`src/pns_pkg.sv`:
```
`default_nettype none

package pns_pkg;

    localparam int SOUGHT_ENTRIES = 4;
    localparam int HW_ENTRIES     = 4;
    localparam int LIST_N         = (SOUGHT_ENTRIES < HW_ENTRIES) ? SOUGHT_ENTRIES : HW_ENTRIES;
    localparam int PRIO_W         = (LIST_N > 1) ? $clog2(LIST_N) : 1;

    localparam int COORD_W   = 16;
    localparam int ID_W      = 16;
    localparam int CLASS_W   = 8;
    localparam int COUNT_W   = 3;
    localparam int RANGE_W   = 16;
    localparam int SQ_W      = 2 * COORD_W;
    localparam int DIST_W    = SQ_W + 1;
    localparam int RSQ_W     = 2 * RANGE_W;
    localparam int CLASSES_W = HW_ENTRIES * CLASS_W;
    localparam int RANGES_W  = HW_ENTRIES * RANGE_W;

    localparam int CFG_ADDR_W = 3;
    localparam int CFG_DATA_W = 64;

    localparam int S_DATA_W = 56;
    localparam int M_DATA_W = 48;

    localparam logic [RANGE_W-1:0] RANGE_UNLIMITED = '1;

    typedef enum logic [CFG_ADDR_W-1:0] {
        REG_SCANNER_X      = 3'd0,
        REG_SCANNER_Y      = 3'd1,
        REG_SCANNER_ID     = 3'd2,
        REG_SOUGHT_COUNT   = 3'd3,
        REG_SOUGHT_CLASSES = 3'd4,
        REG_RANGE_TABLE    = 3'd5
    } cfg_reg_t;

    typedef struct packed {
        logic signed [COORD_W-1:0] x;
        logic signed [COORD_W-1:0] y;
        logic [ID_W-1:0]           id;
        logic [COUNT_W-1:0]        count;
        logic [CLASSES_W-1:0]      classes;
        logic [RANGES_W-1:0]       ranges;
    } pns_cfg_t;

    typedef struct packed {
        logic signed [COORD_W-1:0] x;
        logic signed [COORD_W-1:0] y;
        logic [CLASS_W-1:0]        cls;
        logic [ID_W-1:0]           id;
        logic                      last;
    } pns_cand_t;

    typedef struct packed {
        logic                      last;
        logic                      hit;
        logic [PRIO_W-1:0]         prio;
        logic [DIST_W-1:0]         dist_sq;
        logic [RSQ_W-1:0]          range_sq;
        logic                      unlimited;
        logic signed [COORD_W-1:0] x;
        logic signed [COORD_W-1:0] y;
        logic [ID_W-1:0]           id;
    } pns_eval_t;

endpackage

`default_nettype wire

```
`src/priority_nearest_target_select.sv`:
```
// Picks one target per scan: candidates stream in one beat per clock, and the
// beat with tlast closes the scan and yields one result beat. A candidate counts
// when its id differs from the scanner, its class is among the first sought_count
// list entries and its squared distance lies within that entry's squared range
// (range 65535 means unlimited). Earlier list entries win, then the nearer
// candidate, and on a tie the later one. The block takes a new candidate every
// cycle; while a result waits on the output, candidates keep flowing until the
// next closing beat reaches the best-candidate stage, where it holds the input
// until the waiting result is taken. A closing beat passes the input register,
// then the match and square stage, then the best-candidate stage with the output
// register, before its result is presented. Write configuration only while no
// scan is in flight.

`default_nettype none

module priority_nearest_target_select
    import pns_pkg::*;
(
    input  wire logic                  aclk,
    input  wire logic                  aresetn,
    input  wire logic                  cfg_we,
    input  wire logic [CFG_ADDR_W-1:0] cfg_addr,
    input  wire logic [CFG_DATA_W-1:0] cfg_wdata,
    input  wire logic                  s_tvalid,
    output logic                       s_tready,
    // cand_x, cand_y, cand_class, cand_id
    input  wire logic [S_DATA_W-1:0]   s_tdata,
    input  wire logic                  s_tlast,
    output logic                       m_tvalid,
    input  wire logic                  m_tready,
    // target_x, target_y, target_id
    output logic [M_DATA_W-1:0]        m_tdata,
    // found
    output logic                       m_tuser
);

    pns_cfg_t  cfg_reg;
    pns_cfg_t  cfg_next;

    logic      s0_valid_reg;
    logic      s0_valid_next;
    pns_cand_t s0_cand_reg;
    pns_cand_t s0_cand_next;

    logic      match_ready;
    logic      eval_valid;
    logic      best_ready;
    pns_eval_t eval;

    always_comb begin
        cfg_next = cfg_reg;
        if (cfg_we) begin
            unique case (cfg_reg_t'(cfg_addr))
                REG_SCANNER_X:      cfg_next.x       = cfg_wdata[COORD_W-1:0];
                REG_SCANNER_Y:      cfg_next.y       = cfg_wdata[COORD_W-1:0];
                REG_SCANNER_ID:     cfg_next.id      = cfg_wdata[ID_W-1:0];
                REG_SOUGHT_COUNT:   cfg_next.count   = cfg_wdata[COUNT_W-1:0];
                REG_SOUGHT_CLASSES: cfg_next.classes = cfg_wdata[CLASSES_W-1:0];
                REG_RANGE_TABLE:    cfg_next.ranges  = cfg_wdata[RANGES_W-1:0];
                default:            cfg_next         = cfg_reg;
            endcase
        end
    end

    always_ff @(posedge aclk) begin
        if (!aresetn) begin
            cfg_reg.x       <= '0;
            cfg_reg.y       <= '0;
            cfg_reg.id      <= '0;
            cfg_reg.count   <= '0;
            cfg_reg.classes <= '0;
            cfg_reg.ranges  <= '1;
        end else begin
            cfg_reg <= cfg_next;
        end
    end

    always_comb begin
        s0_cand_next.x    = s_tdata[15:0];
        s0_cand_next.y    = s_tdata[31:16];
        s0_cand_next.cls  = s_tdata[39:32];
        s0_cand_next.id   = s_tdata[55:40];
        s0_cand_next.last = s_tlast;
    end

    assign s_tready = !s0_valid_reg || match_ready;

    always_comb begin
        s0_valid_next = s0_valid_reg;
        if (s_tready) begin
            s0_valid_next = s_tvalid;
        end
    end

    always_ff @(posedge aclk) begin
        if (!aresetn) begin
            s0_valid_reg <= 1'b0;
        end else begin
            s0_valid_reg <= s0_valid_next;
        end
    end

    always_ff @(posedge aclk) begin
        if (s_tvalid && s_tready) begin
            s0_cand_reg <= s0_cand_next;
        end
    end

    pns_match u_match (
        .aclk      (aclk),
        .aresetn   (aresetn),
        .cfg       (cfg_reg),
        .in_valid  (s0_valid_reg),
        .in_ready  (match_ready),
        .in_cand   (s0_cand_reg),
        .out_valid (eval_valid),
        .out_ready (best_ready),
        .out_eval  (eval)
    );

    pns_best u_best (
        .aclk     (aclk),
        .aresetn  (aresetn),
        .in_valid (eval_valid),
        .in_ready (best_ready),
        .in_eval  (eval),
        .m_tvalid (m_tvalid),
        .m_tready (m_tready),
        .m_found  (m_tuser),
        .m_data   (m_tdata)
    );

endmodule

`default_nettype wire

```
`src/pns_match.sv`:
```
`default_nettype none

module pns_match
    import pns_pkg::*;
(
    input  wire logic      aclk,
    input  wire logic      aresetn,
    input  wire pns_cfg_t  cfg,
    input  wire logic      in_valid,
    output logic           in_ready,
    input  wire pns_cand_t in_cand,
    output logic           out_valid,
    input  wire logic      out_ready,
    output pns_eval_t      out_eval
);

    logic      valid_reg;
    logic      valid_next;
    pns_eval_t eval_reg;
    pns_eval_t eval_next;

    logic                      hit;
    logic [PRIO_W-1:0]         prio;
    logic [RANGE_W-1:0]        rng;
    logic signed [COORD_W:0]   dx;
    logic signed [COORD_W:0]   dy;
    logic signed [COORD_W:0]   ndx;
    logic signed [COORD_W:0]   ndy;
    logic [COORD_W-1:0]        adx;
    logic [COORD_W-1:0]        ady;
    logic [SQ_W-1:0]           sqx;
    logic [SQ_W-1:0]           sqy;

    // The loop runs from the lowest priority upward so that the earliest entry wins.
    always_comb begin
        hit  = 1'b0;
        prio = '0;
        rng  = '0;
        for (int i = LIST_N - 1; i >= 0; i--) begin
            if ((COUNT_W'(i) < cfg.count) &&
                (cfg.classes[CLASS_W*i +: CLASS_W] == in_cand.cls)) begin
                hit  = 1'b1;
                prio = PRIO_W'(i);
                rng  = cfg.ranges[RANGE_W*i +: RANGE_W];
            end
        end
        hit = hit && (in_cand.id != cfg.id);
    end

    always_comb begin
        dx  = {in_cand.x[COORD_W-1], in_cand.x} - {cfg.x[COORD_W-1], cfg.x};
        dy  = {in_cand.y[COORD_W-1], in_cand.y} - {cfg.y[COORD_W-1], cfg.y};
        ndx = -dx;
        ndy = -dy;
        adx = dx[COORD_W] ? ndx[COORD_W-1:0] : dx[COORD_W-1:0];
        ady = dy[COORD_W] ? ndy[COORD_W-1:0] : dy[COORD_W-1:0];
        sqx = adx * adx;
        sqy = ady * ady;
    end

    always_comb begin
        eval_next.last      = in_cand.last;
        eval_next.hit       = hit;
        eval_next.prio      = prio;
        eval_next.dist_sq   = {1'b0, sqx} + {1'b0, sqy};
        eval_next.range_sq  = rng * rng;
        eval_next.unlimited = (rng == RANGE_UNLIMITED);
        eval_next.x         = in_cand.x;
        eval_next.y         = in_cand.y;
        eval_next.id        = in_cand.id;
    end

    assign in_ready  = !valid_reg || out_ready;
    assign out_valid = valid_reg;
    assign out_eval  = eval_reg;

    always_comb begin
        valid_next = valid_reg;
        if (in_ready) begin
            valid_next = in_valid;
        end
    end

    always_ff @(posedge aclk) begin
        if (!aresetn) begin
            valid_reg <= 1'b0;
        end else begin
            valid_reg <= valid_next;
        end
    end

    always_ff @(posedge aclk) begin
        if (in_valid && in_ready) begin
            eval_reg <= eval_next;
        end
    end

endmodule

`default_nettype wire

```
`src/pns_best.sv`:
```
`default_nettype none

module pns_best
    import pns_pkg::*;
(
    input  wire logic      aclk,
    input  wire logic      aresetn,
    input  wire logic      in_valid,
    output logic           in_ready,
    input  wire pns_eval_t in_eval,
    output logic           m_tvalid,
    input  wire logic      m_tready,
    output logic           m_found,
    output logic [M_DATA_W-1:0] m_data
);

    logic                      best_valid_reg;
    logic                      best_valid_next;
    logic [PRIO_W-1:0]         best_prio_reg;
    logic [DIST_W-1:0]         best_dist_reg;
    logic signed [COORD_W-1:0] best_x_reg;
    logic signed [COORD_W-1:0] best_y_reg;
    logic [ID_W-1:0]           best_id_reg;

    logic                      out_valid_reg;
    logic                      out_valid_next;
    logic                      out_found_reg;
    logic [M_DATA_W-1:0]       out_data_reg;
    logic [M_DATA_W-1:0]       out_data_next;

    logic                      consume;
    logic                      in_range;
    logic                      better;
    logic                      take;
    logic                      new_valid;
    logic signed [COORD_W-1:0] new_x;
    logic signed [COORD_W-1:0] new_y;
    logic [ID_W-1:0]           new_id;

    // Only a closing beat needs room in the output register.
    assign in_ready = !in_eval.last || !out_valid_reg || m_tready;
    assign consume  = in_valid && in_ready;

    always_comb begin
        in_range  = in_eval.unlimited || (in_eval.dist_sq <= {1'b0, in_eval.range_sq});
        better    = !best_valid_reg || (in_eval.prio < best_prio_reg) ||
                    ((in_eval.prio == best_prio_reg) && (in_eval.dist_sq <= best_dist_reg));
        take      = in_eval.hit && in_range && better;
        new_valid = best_valid_reg || take;
        new_x     = take ? in_eval.x  : best_x_reg;
        new_y     = take ? in_eval.y  : best_y_reg;
        new_id    = take ? in_eval.id : best_id_reg;
    end

    always_comb begin
        best_valid_next = best_valid_reg;
        if (consume) begin
            best_valid_next = in_eval.last ? 1'b0 : new_valid;
        end
    end

    always_comb begin
        out_valid_next = out_valid_reg && !m_tready;
        if (consume && in_eval.last) begin
            out_valid_next = 1'b1;
        end
        out_data_next = new_valid ? {new_id, new_y, new_x} : '0;
    end

    always_ff @(posedge aclk) begin
        if (!aresetn) begin
            best_valid_reg <= 1'b0;
            out_valid_reg  <= 1'b0;
        end else begin
            best_valid_reg <= best_valid_next;
            out_valid_reg  <= out_valid_next;
        end
    end

    always_ff @(posedge aclk) begin
        if (consume && take && !in_eval.last) begin
            best_prio_reg <= in_eval.prio;
            best_dist_reg <= in_eval.dist_sq;
            best_x_reg    <= in_eval.x;
            best_y_reg    <= in_eval.y;
            best_id_reg   <= in_eval.id;
        end
        if (consume && in_eval.last) begin
            out_found_reg <= new_valid;
            out_data_reg  <= out_data_next;
        end
    end

    assign m_tvalid = out_valid_reg;
    assign m_found  = out_found_reg;
    assign m_data   = out_data_reg;

endmodule

`default_nettype wire

```
`config.mk`:
```
export PLATFORM = sky130hd
export DESIGN_NAME = priority_nearest_target_select
export DESIGN_NICKNAME = d
export VERILOG_FILES = /design/src/pns_pkg.sv /design/src/priority_nearest_target_select.sv /design/src/pns_match.sv /design/src/pns_best.sv
export SDC_FILE = /design/constraint.sdc
export NUM_CORES = 2
export LEC_CHECK = 0
export BUFFER_PORTS_ARGS = -buffer_cell sky130_fd_sc_hd__buf_2
export CAP_MARGIN = 5
export CORE_AREA = 2 2 488 296
export CTS_BUF_LIST = sky130_fd_sc_hd__clkbuf_8 sky130_fd_sc_hd__clkbuf_16
export CTS_CLUSTER_DIAMETER = 100
export DETAILED_ROUTE_END_ITERATION = 8
export DIE_AREA = 0 0 490 298
export MAX_ROUTING_LAYER = met4
export SLEW_MARGIN = 5
export SYNTH_ARGS = -nofsm -noshare
export SYNTH_HDL_FRONTEND = slang
export SYNTH_SLANG_ARGS = --single-unit
export TNS_END_PERCENT = 30
```
`constraint.sdc`:
```
create_clock -name aclk -period 11.7 [get_ports aclk]
set_clock_uncertainty 0.2 [all_clocks]
set_input_delay 1.755 -clock aclk [delete_from_list [all_inputs] [get_ports aclk]]
set_output_delay 1.755 -clock aclk [all_outputs]
set_load 0.01 [all_outputs]
```
## Word-level counts from Yosys, hierarchy flattened

Index checks and enable logic that the tools add are counted.

| word-level totals | value |
|---|---|
| output and inout port bits | 51 |
| bits in latches | 0 |
| memories | 0 |
| ROM bits | 0 |
| RAM bits | 0 |
| bits in registers | 458 |

| cells by class | value |
|---|---|
| magnitude comparators | 7 |
| $mul | 3 |
| $add $sub $neg | 5 |
| bitwise logic cells | 0 |
| divide/modulo/power cells | 0 |
| shift operators | 0 |
| reduce and logical (&&, ||, !) cells | 37 |
| eq/ne operators | 12 |
| multiplexer cells | 18 |

Operators by type and width:

| operator | number |
|---|---|
| $mux W16 | 9 |
| $mul A16 B16 Y32 | 3 |
| $sub A16 B16 Y17 | 2 |
| $add A32 B32 Y33 | 1 |
| $le A33 B32 Y1 | 1 |
| $le A33 B33 Y1 | 1 |
| $eq A8 B8 Y1 | 4 |
| $neg A16 Y16 | 2 |
| $eq A16 B16 Y1 const B | 1 |
| $ne A16 B16 Y1 | 1 |
| $logic_and A1 B1 Y1 | 15 |
| $reduce_and A2 Y1 | 6 |
| $logic_or A1 B1 Y1 | 8 |
| $mux W1 | 7 |
| $eq A3 B2 Y1 const B | 2 |
| $eq A3 B3 Y1 const B | 2 |
| $logic_not A1 Y1 | 6 |
| $lt A1 B3 Y1 const A | 2 |
| $lt A2 B3 Y1 const A | 2 |
| $mux W2 | 2 |
| $eq A3 B1 Y1 const B | 1 |
| $logic_not A3 Y1 | 1 |
| $eq A2 B2 Y1 | 1 |
| $lt A2 B2 Y1 | 1 |
| $reduce_or A2 Y1 | 1 |

## Longest topological paths before layout

| logic depth | value |
|---|---|
| word-level depth | 7 |
| gate-level depth with buffers | 43 |

## Hierarchy

Synthesis repeated with hierarchy kept, for this count alone.

| second synthesis, totals | value |
|---|---|
| cells, all modules | 4,201 |
| area total of the unflattened synthesis | 43,225.2 µm² |

Modules (own cells, without submodules):

| module | instances | area an instance (µm²) | cells each |
|---|---|---|---|
| pns_match | 1 | 29,148.0 | 3,100 |
| priority_nearest_target_select | 1 | 7,689.9 | 649 |
| pns_best | 1 | 6,387.4 | 452 |

## Least setup slack after synthesis

No wires, ideal clock.

| timing | value |
|---|---|
| kind | flip-flop to flip-flop |
| from | reg s0_cand_reg[25] (netlist bit) |
| to | reg u_match.eval_reg, in the netlist u_match.out_eval[113] (data pin) |
| arrival time | 9.485 ns |
| clock period less this slack | 9.945 ns |
| setup time | 0.260 ns |
| data required time | 11.240 ns |
| setup slack | 1.755 ns |
| cell stages (with the launch flop) | 32 |
| path through | edfxtp_1 > inv_1 > ha_1 > fa_1 > nand2b_1 > a21oi_1 > xor2_1 > or4_1 > or3_1 > or4_1 > nand2_1 > xnor2_1 > clkinv_1 > nor2_1 > ha_1 > xnor2_1 > fa_1 > inv_1 > fa_1 > fa_1 > fa_1 > fa_1 > fa_1 > fa_1 > ha_1 > a2111oi_0 > a21oi_1 > a211o_1 > a2111oi_0 > o21bai_1 > a21oi_1 > xnor2_1 |

RTL lines:

| element | line | RTL |
|---|---|---|
| from (decl) | priority_nearest_target_select.sv:42 | `pns_cand_t s0_cand_reg;` |
| from (signal assigned) | priority_nearest_target_select.sv:105 | `s0_cand_reg <= s0_cand_next;` |
| to (signal assigned) | pns_match.sv:94 | `eval_reg <= eval_next;` |
| to (decl) | pns_match.sv:19 | `pns_eval_t eval_reg;` |

==> results by group <==
Run status
  • Status: finished, final reports clean

Critical path
  • Slowest stage delay, CP: 600 ps
  • Crit path from: s0_cand_reg[41]$_DFFE_PP_
  • FF-to-FF End: u_match.out_eval[113]$_DFFE_PP_
  • Critical-path top delay cell: a2111oi_0
  • R2R Path Start: s0_cand_reg[41]$_DFFE_PP_
  • Kind of critical path: flop to flop
  • Stages on worst setup path: 38
  • CP Capture Point: u_match.out_eval[113]$_DFFE_PP_
  • Arr. time, crit path: 11330 ps
  • Crit path buf inv count: 8
  • R2R Setup Slk: 500 ps
  • Type of element capturing the critical path: flop
  • CP top delay family: adder cells
  • Data required time of the worst path: 11840 ps
  • Crit start category: flop
  • Worst r2r path cells: 38
  • Cell mode on critical path: fa_1
  • Worst-path maximum fanout: 12

Detailed routing
  • Detailed-route wire length: 116000 um
  • Final ANT Viol Nets: 0
  • Vias/cell: 4.65
  • Drt drc: 0
  • Routed vias: 29800
  • Starting DRT DRC Count: 2601
  • WL/cell: 18.1 um
  • Initial DRT Pass Iterations: 7

Cells and area
  • Most common cell after layout, fill and taps aside: inv_1
  • P&R area growth vs syn: 12.3%
  • Layout cell share with drive strength beyond 1: 0.0952
  • Final #Nets: 5539
  • Most frequent cells in the layout: inv_1 (939), fa_1 (551), nand2_1 (446)
  • Max reg flops: 147

Clock network
  • Clk_lat worst skew: 620 ps
  • CTS tree: built
  • Sink Count: 457
  • Bufs on Longest Clock Path: 3
  • CTS buffer count: 47
  • Clock transition at path regs: 70 ps
  • Clock Tree Root: clkbuf_16
  • H-tree Lvls: 2

Synthesis
  • Syn Inst Count: 4287
  • Post-synthesis cell area: 42300 um^2
  • Main combinational cell family by area after synthesis: adder cells
  • Syn nets: 5360
  • Distinct cells, synth: 76
  • Synth Area in XOR/XNOR: 0.0356
  • Synth warnings: 0
  • EDFF count, synth: 306
  • Top_reg_cell synth: edfxtp_1
  • Mux contribution to synthesized area: 0.00349
  • Fraction of registers with async set/reset: 0
  • Adder-Cell Fraction of Synth Area: 0.377
  • Mean post-synth cell area: 9.86 um^2
  • Compound-cell area share of the yosys netlist: 0.0864
  • Register area share after synthesis: 0.289
  • #FFs+latches synth: 457
  • Post-Synth Simple-Gate Area: 0.113

Timing
  • Max Slew Vio Count: 0
  • Worst Tran Pin Value: 1270 ps
  • Rel. slew slack: 0.146
  • Post-route minimum period: 11200 ps
  • Total negative setup slack: 0 ps
  • Final period utilization: 0.957
  • Hold Vio Cnt, Final: 0
  • Fmax: 89.3 MHz
  • Setup violators final: 0

Die
  • Rows: 107
  • Initial core utilization: 0.299
  • Die width: 490 um
  • Die Ht: 298 um
  • Core ar.: 141000 um^2
  • Die ar.: 146000 um^2
  • I/O pins: 180

Placed design
  • Port buffer count: 179
  • GPL Wtd Cong: 0.944
  • DPL Wire Length: 92900 um

Hold path
  • HP Class: flop to flop
  • WHS Path Cells: 0

Global routing
  • Initial antenna violation count: 8
  • Largest net degree at the start of global routing: 79
  • Met1 Use GR: 0.246
  • Vias in the first global route: 30500
  • Met3 Usage GRT: 0.0458
  • GRT busiest layer: met1
  • Gr ovfl total: 0
  • First-pass GRT wire length: 180000 um
  • Total track usage: 0.163
  • GR Util met2: 0.216

Flow run
  • Max-Cap Viols: 0
[worst reg2reg max path, delay by kind of cell, from the launching register on]
| family | cells | cell delay, ps |
|---|---|---|
| AO/OA/AOI/OAI | 13 | 3210 |
| AND/OR/NAND/NOR | 4 | 1010 |
| buffers and inverters | 8 | 1030 |
| adder cells (fa/ha/maj) | 11 | 4880 |
| flip-flops | 1 | 390 |
| XOR/XNOR | 2 | 180 |
[timing repair]
item | in CTS | in global routing
buffers inserted | 0 | 4
endpoints found under the setup margin | 3 | 11
pin swaps | 0 | 1
hold buffers | 0 | 0
gates resized for setup | 1 | 11
[synthesized netlist by cell type, drive strengths merged (25+ instances only)]
cell type	number	share of area
nor2	331	0.030
edfxtp	306	0.22
xor2	66	0.014
nand3	83	0.0098
or2	32	0.0047
xnor2	104	0.022
ha	393	0.12
fa	551	0.26
nand4	25	0.0037
a21boi	90	0.016
dfxtp	151	0.072
clkbuf	117	0.010
o21a	26	0.0046
nor3	30	0.0036
o21ai	107	0.013
a21o	55	0.0098
inv	943	0.084
o211ai	63	0.011
nand2	446	0.040
nand2b	52	0.0077
nor2b	33	0.0049
a21oi	101	0.012
[worst min path at each step]
stage                              from                               to  slack [ps]
2_1_floorplan  s0_cand_reg[0]$_DFFE_PP_  u_match.out_eval[117]$_DFFE_PP_         200
3_3_place_gp   s0_cand_reg[0]$_DFFE_PP_  u_match.out_eval[117]$_DFFE_PP_         210
4_1_cts        s0_cand_reg[0]$_DFFE_PP_  u_match.out_eval[117]$_DFFE_PP_         220
6_report       s0_cand_reg[0]$_DFFE_PP_  u_match.out_eval[117]$_DFFE_PP_         220
3_5_place_dp   s0_cand_reg[0]$_DFFE_PP_  u_match.out_eval[117]$_DFFE_PP_         210
5_1_grt        s0_cand_reg[0]$_DFFE_PP_  u_match.out_eval[117]$_DFFE_PP_         240
[logic make-up after synthesis]
group / Yosys count
adders and majority gates: 944
xor gates and xnor gates: 170
buffers and inverters: 1073
DFF: 457
muxes: 14
AOI/OAI and AO/OA: 543
and+or+nand+nor: 1086
[metrics by stage]
stage / instance area, um^2 / hold WS (ps) / worst slack (ps) / util / cells
2_1_floorplan: 42300 / 200 / 1760 / - / 4287
3_3_place_gp: 45700 / 206 / -209 / 0.324 / 6320
3_5_place_dp: 45700 / 210 / -125 / 0.324 / 6320
4_1_cts: 47300 / 221 / 117 / 0.335 / 6408
5_1_grt: 47500 / 236 / -35.9 / 0.336 / 6418
6_report: 47500 / 220 / 504 / 0.336 / 6418
[cell type report]
class | count | area [um^2]
clock buffers | 52 | 1260
well taps | 1907 | 2390
diodes | 6 | 15.0
inverters | 948 | 3560
repair buffers | 255 | 1490
clock inverters | 36 | 333
flip-flops and latches | 457 | 12200
multi-input cells | 2757 | 26200
fillers | 14500 | 93800
[metal layers]
metal | part of all wire | up-vias
met2 | 0.39 | 1051
met5 | 0 | -
met1 | 0.49 | 14700
met4 | 0.018 | 0
li1 | - | 13900
met3 | 0.099 | 120
Power is left out: the tool's default activity adds up to more than one toggle a clock period on the data nets, which glitch-free logic cannot reach.
